`src/rtl/benc_pkg.sv`:
```
// Shared constants and types of the base-79 encoder
`timescale 1ns / 1ps
`default_nettype none
package benc_pkg;
    localparam int unsigned VALUE_W         = 64;
    localparam int unsigned DIGIT_W         = 7;
    localparam int unsigned OUT_W           = 8;
    localparam int unsigned CNT_W           = 4;
    localparam int unsigned MAX_DIGITS      = 11;
    localparam int unsigned CHUNK_W         = 8;
    localparam int unsigned CHUNKS          = VALUE_W / CHUNK_W;
    localparam int unsigned CHUNK_CNT_W     = $clog2(CHUNKS);
    localparam int unsigned RADIX           = 79;
    localparam logic [DIGIT_W-1:0] CHAR_BASE = 7'd48;
    localparam int unsigned QUEUE_DEPTH_DEF = 2;

    typedef struct packed {
        logic               wr_en;
        logic [CNT_W-1:0]   wr_idx;
        logic [DIGIT_W-1:0] wr_char;
        logic               push;
        logic [CNT_W-1:0]   len;
    } t_wr;

    typedef struct packed {
        logic [CNT_W-1:0] idx;
        logic             pop;
    } t_req;

    typedef struct packed {
        logic               avail;
        logic [CNT_W-1:0]   len;
        logic [DIGIT_W-1:0] rd_char;
    } t_rd;
endpackage
`default_nettype wire

```
`src/rtl/benc_front.sv`:
```
// Front end: accepts a number and divides it by 79 one byte per cycle
`timescale 1ns / 1ps
`default_nettype none
module benc_front (
    input  logic                        i_clk,
    input  logic                        i_rst_n,
    input  logic                        i_s_tvalid,
    output logic                        o_s_tready,
    input  logic [benc_pkg::VALUE_W-1:0] i_value,
    input  logic                        i_full,
    output benc_pkg::t_wr               o_wr
);
    import benc_pkg::*;

    typedef enum logic {S_IDLE, S_DIV} t_state;

    t_state                 r_state;
    logic [VALUE_W-1:0]     r_work;
    logic [DIGIT_W-1:0]     r_rem;
    logic [CHUNK_CNT_W-1:0] r_chunk;
    logic [CNT_W-1:0]       r_n;
    logic                   r_nz;

    logic [CHUNK_W-1:0]     n_quo;
    logic [DIGIT_W-1:0]     n_rem;
    logic                   n_nz;
    logic                   last_chunk;

    always_comb begin
        logic [DIGIT_W:0]   v_x;
        logic [CHUNK_W-1:0] v_byte;
        v_byte = r_work[VALUE_W-1 -: CHUNK_W];
        v_x    = {1'b0, r_rem};
        n_quo  = '0;
        for (int i = CHUNK_W - 1; i >= 0; i--) begin
            v_x = {v_x[DIGIT_W-1:0], v_byte[i]};
            if (v_x >= (DIGIT_W+1)'(RADIX)) begin
                v_x      = v_x - (DIGIT_W+1)'(RADIX);
                n_quo[i] = 1'b1;
            end
        end
        n_rem = v_x[DIGIT_W-1:0];
    end

    assign n_nz       = r_nz | (n_quo != '0);
    assign last_chunk = (r_state == S_DIV) && (r_chunk == '0);
    assign o_s_tready = (r_state == S_IDLE) && !i_full;

    assign o_wr.wr_en   = last_chunk;
    assign o_wr.wr_idx  = r_n;
    assign o_wr.wr_char = n_rem + CHAR_BASE;
    assign o_wr.push    = last_chunk && !n_nz;
    assign o_wr.len     = r_n + CNT_W'(1);

    always_ff @(posedge i_clk) begin
        if (!i_rst_n) begin
            r_state <= S_IDLE;
        end else begin
            case (r_state)
                S_IDLE: begin
                    if (i_s_tvalid && o_s_tready) begin
                        r_work  <= i_value;
                        r_rem   <= '0;
                        r_chunk <= CHUNK_CNT_W'(CHUNKS - 1);
                        r_n     <= '0;
                        r_nz    <= 1'b0;
                        r_state <= S_DIV;
                    end
                end
                S_DIV: begin
                    r_work <= {r_work[VALUE_W-CHUNK_W-1:0], n_quo};
                    if (r_chunk == '0) begin
                        r_rem   <= '0;
                        r_nz    <= 1'b0;
                        r_chunk <= CHUNK_CNT_W'(CHUNKS - 1);
                        r_n     <= r_n + CNT_W'(1);
                        if (!n_nz) begin
                            r_state <= S_IDLE;
                        end
                    end else begin
                        r_rem   <= n_rem;
                        r_nz    <= n_nz;
                        r_chunk <= r_chunk - CHUNK_CNT_W'(1);
                    end
                end
                default: r_state <= S_IDLE;
            endcase
        end
    end
endmodule
`default_nettype wire

```
`src/rtl/benc_queue.sv`:
```
// Digit buffer queue between the divider and the character emitter
`timescale 1ns / 1ps
`default_nettype none
module benc_queue #(
    parameter int unsigned QUEUE_DEPTH = benc_pkg::QUEUE_DEPTH_DEF
) (
    input  logic           i_clk,
    input  logic           i_rst_n,
    input  benc_pkg::t_wr  i_wr,
    output logic           o_full,
    input  benc_pkg::t_req i_req,
    output benc_pkg::t_rd  o_rd
);
    import benc_pkg::*;

    localparam int unsigned PW = (QUEUE_DEPTH > 1) ? $clog2(QUEUE_DEPTH) : 1;
    localparam int unsigned CW = $clog2(QUEUE_DEPTH + 1);

    logic [DIGIT_W-1:0] r_dig [QUEUE_DEPTH][MAX_DIGITS];
    logic [CNT_W-1:0]   r_len [QUEUE_DEPTH];
    logic [PW-1:0]      r_wptr;
    logic [PW-1:0]      r_rptr;
    logic [CW-1:0]      r_cnt;

    always_ff @(posedge i_clk) begin
        if (i_wr.wr_en) begin
            r_dig[r_wptr][i_wr.wr_idx] <= i_wr.wr_char;
        end
        if (i_wr.push) begin
            r_len[r_wptr] <= i_wr.len;
        end
    end

    always_ff @(posedge i_clk) begin
        if (!i_rst_n) begin
            r_wptr <= '0;
            r_rptr <= '0;
            r_cnt  <= '0;
        end else begin
            if (i_wr.push) begin
                r_wptr <= (r_wptr == PW'(QUEUE_DEPTH - 1)) ? '0 : r_wptr + PW'(1);
            end
            if (i_req.pop) begin
                r_rptr <= (r_rptr == PW'(QUEUE_DEPTH - 1)) ? '0 : r_rptr + PW'(1);
            end
            case ({i_wr.push, i_req.pop})
                2'b10:   r_cnt <= r_cnt + CW'(1);
                2'b01:   r_cnt <= r_cnt - CW'(1);
                default: r_cnt <= r_cnt;
            endcase
        end
    end

    assign o_full        = (r_cnt == CW'(QUEUE_DEPTH));
    assign o_rd.avail    = (r_cnt != '0);
    assign o_rd.len      = r_len[r_rptr];
    assign o_rd.rd_char  = r_dig[r_rptr][i_req.idx];
endmodule
`default_nettype wire

```
`src/rtl/benc_back.sv`:
```
// Back end: sends buffered digits most significant first through an output register
`timescale 1ns / 1ps
`default_nettype none
module benc_back (
    input  logic                         i_clk,
    input  logic                         i_rst_n,
    input  benc_pkg::t_rd                i_rd,
    output benc_pkg::t_req               o_req,
    output logic                         o_m_tvalid,
    input  logic                         i_m_tready,
    output logic [benc_pkg::DIGIT_W-1:0] o_char,
    output logic                         o_last
);
    import benc_pkg::*;

    logic [CNT_W-1:0]   r_k;
    logic               r_ovalid;
    logic [DIGIT_W-1:0] r_char;
    logic               r_last;

    logic               load;
    logic               is_last;

    assign load      = i_rd.avail && (!r_ovalid || i_m_tready);
    assign is_last   = (r_k == i_rd.len - CNT_W'(1));
    assign o_req.idx = i_rd.len - CNT_W'(1) - r_k;
    assign o_req.pop = load && is_last;

    always_ff @(posedge i_clk) begin
        if (load) begin
            r_char <= i_rd.rd_char;
            r_last <= is_last;
        end
    end

    always_ff @(posedge i_clk) begin
        if (!i_rst_n) begin
            r_k      <= '0;
            r_ovalid <= 1'b0;
        end else begin
            if (load) begin
                r_ovalid <= 1'b1;
                r_k      <= is_last ? '0 : r_k + CNT_W'(1);
            end else if (i_m_tready) begin
                r_ovalid <= 1'b0;
            end
        end
    end

    assign o_m_tvalid = r_ovalid;
    assign o_char     = r_char;
    assign o_last     = r_last;
endmodule
`default_nettype wire

```
`src/rtl/base79_integer_encoder.sv`:
```
// Base-79 encoder: 64-bit unsigned number in, ASCII digit characters out
// Each digit comes from the byte-wise divider (8 restoring steps a cycle); a number
// of 1..11 digits holds the front end until its last digit is queued. The first char
// is then registered; the rest follow one a cycle while m_axis_tready stays high.
// The digit queue lets the next number divide while earlier characters drain.
// Synchronous active-low reset empties the queue and clears the output valid.
`timescale 1ns / 1ps
`default_nettype none
module base79_integer_encoder #(
    parameter int unsigned QUEUE_DEPTH = benc_pkg::QUEUE_DEPTH_DEF
) (
    input  logic                          i_clk,
    input  logic                          i_rst_n,
    input  logic                          s_axis_tvalid,
    output logic                          s_axis_tready,
    input  logic [benc_pkg::VALUE_W-1:0]  s_axis_tdata,  // [63:0] value
    output logic                          m_axis_tvalid,
    input  logic                          m_axis_tready,
    output logic [benc_pkg::OUT_W-1:0]    m_axis_tdata,  // [6:0] digit_char, [7] zero
    output logic                          m_axis_tlast   // last_digit
);
    import benc_pkg::*;

    t_wr                wr;
    t_req               req;
    t_rd                rd;
    logic               full;
    logic [DIGIT_W-1:0] out_char;

    benc_front u_front (
        .i_clk      (i_clk),
        .i_rst_n    (i_rst_n),
        .i_s_tvalid (s_axis_tvalid),
        .o_s_tready (s_axis_tready),
        .i_value    (s_axis_tdata),
        .i_full     (full),
        .o_wr       (wr)
    );

    benc_queue #(
        .QUEUE_DEPTH (QUEUE_DEPTH)
    ) u_queue (
        .i_clk   (i_clk),
        .i_rst_n (i_rst_n),
        .i_wr    (wr),
        .o_full  (full),
        .i_req   (req),
        .o_rd    (rd)
    );

    benc_back u_back (
        .i_clk      (i_clk),
        .i_rst_n    (i_rst_n),
        .i_rd       (rd),
        .o_req      (req),
        .o_m_tvalid (m_axis_tvalid),
        .i_m_tready (m_axis_tready),
        .o_char     (out_char),
        .o_last     (m_axis_tlast)
    );

    assign m_axis_tdata = {{(OUT_W - DIGIT_W){1'b0}}, out_char};
endmodule
`default_nettype wire

```
`config.mk`:
```
export PLATFORM = sky130hd
export DESIGN_NAME = base79_integer_encoder
export DESIGN_NICKNAME = d
export VERILOG_FILES = /design/src/rtl/benc_pkg.sv /design/src/rtl/benc_front.sv /design/src/rtl/benc_queue.sv /design/src/rtl/benc_back.sv /design/src/rtl/base79_integer_encoder.sv
export SDC_FILE = /design/constraint.sdc
export NUM_CORES = 1
export LEC_CHECK = 0
export BUFFER_PORTS_ARGS = -buffer_cell sky130_fd_sc_hd__buf_2
export CAP_MARGIN = 10
export CORE_MARGIN = 5
export CORE_UTILIZATION = 30
export CTS_BUF_LIST = sky130_fd_sc_hd__clkbuf_8
export DETAILED_ROUTE_END_ITERATION = 6
export PLACE_DENSITY_LB_ADDON = 0.1
export SYNTH_ARGS = -nofsm -noshare
export SYNTH_HDL_FRONTEND = slang
export SYNTH_SLANG_ARGS = --single-unit
```
`constraint.sdc`:
```
create_clock -name i_clk -period 16.6 [get_ports i_clk]
set_input_delay 2.49 -clock i_clk [delete_from_list [all_inputs] [get_ports i_clk]]
set_output_delay 2.49 -clock i_clk [all_outputs]
set_load 0.03 [all_outputs]
```
==> flow_summary.ini, run 1 <==
[route]
firstDrtPassIters = 5
vias = 8348
wl_per_cell_um = 21.0
top_layer_used = met5
wirelength_um = 35100
wl_met2_um = 17400
drc = 0
drt-initial-drc-count = 509
wl_met3_um = 1960
ant_nets = 0
vias_per_cell = 4.99
wirelength_met1_um = 15000

[finish]
nets = 1141
diodes = 0
areaGrowthSynthToFinish_pct = 14.2
final_common_cell = edfxtp_1
drive_above_1_share = 0.286
final_cell_mix = 249 x edfxtp_1, 77 x buf_2, 68 x mux2_2

[worst_hold_path]
hold_path_class = register to register
whs_path_depth = 2
hold_start = u_back.r_k[3]
holdPathEnd = u_back.r_k[3]

[sta]
final-hold-violation-count = 0
post-route-period-util = 0.858
drv_slew = 0
fin_setup_tns_ns = 0
max_clock_freq_mhz = 70.2
finClkSkew_ns = 0.0282
finalSetupViolCount = 0
finalCriticalPeriod_ns = 14.25
worstMarginPinSlew_ns = 1.20
rsz0062_at_grt = no
relSlewSlack = 0.198

[floorplanning]
fp.dieH_um = 222
io_pins = 79
die_area_um2 = 49200
die_x_um = 222
core_um2 = 44300
fp-row-count = 77
start_util = 0.303

[synth]
yosysTopAreaCell = edfxtp_1
ys.flop_type = edfxtp_1
syn_inst = 957
synth_seq_area_share = 0.572
yosysWarnings = 0
synth_area_leaders = edfxtp_1 56%, mux4_2 7.0%, mux2_2 5.7%
syn-num-nets = 1047
synth_seq_cells = 260
async_reset_ff_frac = 0
syn_avg_cell_area_um2 = 14.1
synth_edf_count = 249
syn-cell-area_um2 = 13400
ys_types = 98
synth_top_cell_area_share = 0.556

[clock_tree]
post_cts_buffers = 0
clock_latency_ns = 0.62
clockRootBuffer = clkbuf_8
clock-sinks = 260
clockBufferDepth = 3
clk_transition_reported_paths_ns = 0.06
cts_tree = done
numCtsBuffers = 48
cts-resized-gates = 0
cts_hold_buf = 0
htreeDepth = 2

[setup_path]
critPathKind = register to register
r2r_end = u_queue.r_dig[0][26]
slowest_delay_ns = 0.55
rrSetupSlack_ns = 2.35
crit_required_ns = 16.91
crit_buf_inv = 3
arrival_ns = 14.56
critPathMostFrequentCell = ha_1
r2r_start = u_front.r_work[63]
crit_path_start_kind = register
crit_start = u_front.r_work[63]
cp_slowest_cell = a21boi_4
cp_max_fo = 23
end_kind = register
r2r_cells = 51
cp_top_family = compound AO/OA/AOI/OAI gates

[grt]
grt_usage = 0.140
grt_pass1_vias = 8672
antenna_found_initial = 3
grt_max_degree = 77
grt_remaining_overflow = 0
grt_pass1_wl_um = 53300

[place]
gp_congestion = 0.797
dp_hpwl_um = 23600
port_buffers = 77

[outcome]
outcome = finished clean

[run]
maxCapViolations = 0
==> flip-flops by register name, summed over array words and instances (netlist names), named ones only <==
name and cells:
u_back.o_char 7, u_back.o_last 1, u_back.o_m_tvalid 1, u_back.r_k 4, u_front.r_chunk 3, u_front.r_n 4, u_front.r_nz 1, u_front.r_rem 7
u_front.r_state 1, u_front.r_work 64, u_queue.r_cnt 2, u_queue.r_dig 154, u_queue.r_len 8, u_queue.r_rptr 1, u_queue.r_wptr 1
==> worst min-delay path, delay by kind of cell (launching register included) <==
family | cells | cell delay, ns
xor+xnor | 1 | 0.08
flops | 1 | 0.35
simple gates | 1 | 0.07
==> final cells by class <==
class	count	area, um^2
timing repair buffer	88	472
multi-input combinational	628	5470
fill	4389	29000
tap	592	741
sequential	260	7700
inverter	25	95.1
clock buffer	49	674
clock inverter	32	198
==> synthesized netlist by cell type (9+ instances only) <==
cell,instances
mux2_2,68
nor2_1,62
edfxtp_1,249
nor3_1,16
nand2_1,52
nor2b_1,14
a21oi_1,28
inv_1,24
xor2_1,9
o21ai_0,19
mux2i_1,35
and2_1,20
nand4_1,10
ha_1,21
mux4_2,42
xnor2_1,34
o31ai_1,12
nand3_1,24
clkbuf_1,23
dfxtp_1,11
==> cell families after synthesis <==
group	count (synthesis)	synth area share
AOI/OAI and AO/OA	166	0.0998
xor gates and xnor gates	46	0.0316
DFF	260	0.572
adders and majority gates	22	0.0210
buffers and inverters	69	0.0234
and+or+nand+nor	245	0.0944
muxes	148	0.157
other	1	0.000279
==> through the flow <==
| step | instance area, um^2 | setup WS, ns | utilization | hold WS, ns | instances |
|---|---|---|---|---|---|
| 2_1_floorplan | 13400 | 4.61 | - | 0.491 | 957 |
| 3_3_place_gp | 14500 | 2.91 | 0.327 | 0.522 | 1592 |
| 3_5_place_dp | 14500 | 2.50 | 0.327 | 0.532 | 1592 |
| 4_1_cts | 15300 | 2.42 | 0.346 | 0.536 | 1673 |
| 5_1_grt | 15400 | 1.15 | 0.346 | 0.555 | 1674 |
| 6_report | 15400 | 2.35 | 0.346 | 0.542 | 1674 |
==> per-layer routing <==
metal / global-route usage / vias to the layer above
met1: 0.178 / 4161
met4: 0.0364 / 4
met2: 0.242 / 207
li1: - / 3923
met5: 0 / -
met3: 0.0332 / 53
==> worst max-delay path by stage <==
stage                      endpoint  cells past startpoint  slack [ns]
2_1_floorplan  u_queue.r_dig[0][13]                     54        4.61
3_5_place_dp   u_queue.r_dig[0][47]                     50        2.50
4_1_cts         u_queue.r_dig[0][0]                     48        2.42
6_report       u_queue.r_dig[0][26]                     51        2.35
5_1_grt        u_queue.r_dig[0][54]                     50        1.15
3_3_place_gp   u_queue.r_dig[0][47]                     51        2.91
Power of run 1 is not shown: default switching activity piles up to over one toggle a cycle in this logic, so the estimate is an artifact.
==> run 2, diff against run 1 <==
- CORE_MARGIN: 5 -> 2
- CORE_UTILIZATION: 30 -> 50
==> flow_summary.ini, run 2 (synthesis results as in run 1) <==
[finish]
final_cell_mix = 249 x edfxtp_1, 77 x buf_2, 68 x mux2_2
top_register = u_queue.r_dig
n_fill_cell = 2127
final_common_cell = edfxtp_1
finalInstanceArea_um2 = 15000
largest_register_ff_count = 154
diodes = 0
largest_registers = u_queue.r_dig x154, u_front.r_work x64, u_queue.r_len x8
drive_above_1_share = 0.282
areaGrowthSynthToFinish_pct = 11.7
nets = 1137

[sta]
fin_setup_tns_ns = 0
relSlewSlack = 0.257
worstMarginPinSlew_ns = 1.11
final-hold-violation-count = 0
max_clock_freq_mhz = 71.5
finClkSkew_ns = 0.0178
finalCriticalPeriod_ns = 13.99
post-route-period-util = 0.843
hold-worst-slack_ns = 0.542
rsz0062_at_grt = no
finalSetupViolCount = 0
drv_slew = 0

[route]
drt-initial-drc-count = 672
vias_per_cell = 5.80
vias = 8244
wirelength_um = 30000
top_layer_used = met5
drc = 0
wirelength_met1_um = 12800
wl_met3_um = 1780
ant_nets = 0
firstDrtPassIters = 5
wl_met2_um = 14800
wl_per_cell_um = 21.1

[setup_path]
cp_max_fo = 23
critPathMostFrequentCell = ha_1
cp_slowest_cell = a21boi_4
crit_path_start_kind = register
critPathKind = register to register
slowest_delay_ns = 0.55
r2r_cells = 51
arrival_ns = 14.27
crit_required_ns = 16.87
r2r_start = u_front.r_work[63]
end_kind = register
crit_start = u_front.r_work[63]

[run]
maxCapViolations = 0

[clock_tree]
cts_hold_buf = 0
post_cts_buffers = 0
htreeDepth = 2
cts_tree = done
numCtsBuffers = 44
clk_transition_reported_paths_ns = 0.06
clockBufferDepth = 3
clockRootBuffer = clkbuf_8
clock_latency_ns = 0.56
clock-sinks = 260
cts-resized-gates = 0

[place]
port_buffers = 77
gp_congestion = 0.871
dp_hpwl_um = 20200
placed_area_um2 = 14100

[grt]
antenna_found_initial = 1
grt_remaining_overflow = 0
grt_max_degree = 73
grt_pass1_wl_um = 46900
grt_pass1_vias = 8225
grt_usage = 0.216

[worst_hold_path]
whs_path_depth = 1
hold_start = u_front.r_work[27]
hold_path_class = register to register

[floorplanning]
start_util = 0.505
core_um2 = 26700
die_area_um2 = 28200
fp-row-count = 60
die_x_um = 168
io_pins = 79
fp.dieH_um = 168

[outcome]
outcome = finished clean
==> run 2: cell types whose count changed in the layout (fill, tap and decap cells not counted), sizes merged <==
cell	delta
bufinv	+2
clkbuf	-4
clkinv	+2
inv	-1
==> run 2: worst max-delay path: cells and delay by family, from the launching register on <==
| kind | cells | cell delay, ns |
|---|---|---|
| AO/OA/AOI/OAI | 17 | 4.83 |
| buffers and inverters | 3 | 0.71 |
| flip-flops | 1 | 0.50 |
| adder cells (fa/ha/maj) | 9 | 2.94 |
| AND/OR/NAND/NOR | 12 | 2.28 |
| XOR/XNOR | 8 | 1.99 |
| multiplexers | 2 | 0.42 |
==> run 2: through the flow <==
step                      setup WS [ns]  std cells   util
after global routing               1.54       1422  0.564
after CTS                          2.80       1422  0.564
after floorplan                    4.61        957      -
after global placement             3.37       1342  0.531
after detailed placement           2.92       1342  0.531
final                              2.61       1422  0.564
==> run 2: cell type report <==
type / instances / area, um^2 / share of cell area
well taps: 341 / 427 / 0.0284
clock buffers: 45 / 619 / 0.0412
clock inverters: 35 / 263 / 0.0175
inverters: 25 / 95.1 / 0.00633
flip-flops and latches: 260 / 7700 / 0.513
repair buffers: 88 / 468 / 0.0311
multi-input cells: 628 / 5450 / 0.363
==> run 2: worst paths after layout <==
path,endpoint,slack [ns]
max,u_queue.r_dig[1][54],2.61
min,u_front.r_work[35],0.54
max reg2reg,u_queue.r_dig[1][54],2.61
min reg2reg,u_front.r_work[35],0.54
==> run 2: metal layers <==
| metal | global-route usage | vias up |
|---|---|---|
| met5 | 0 | - |
| met4 | 0.0582 | 2 |
| met3 | 0.0440 | 42 |
| met2 | 0.368 | 253 |
| met1 | 0.284 | 4019 |
| li1 | - | 3928 |
Power of run 2 is left out for the same reason.
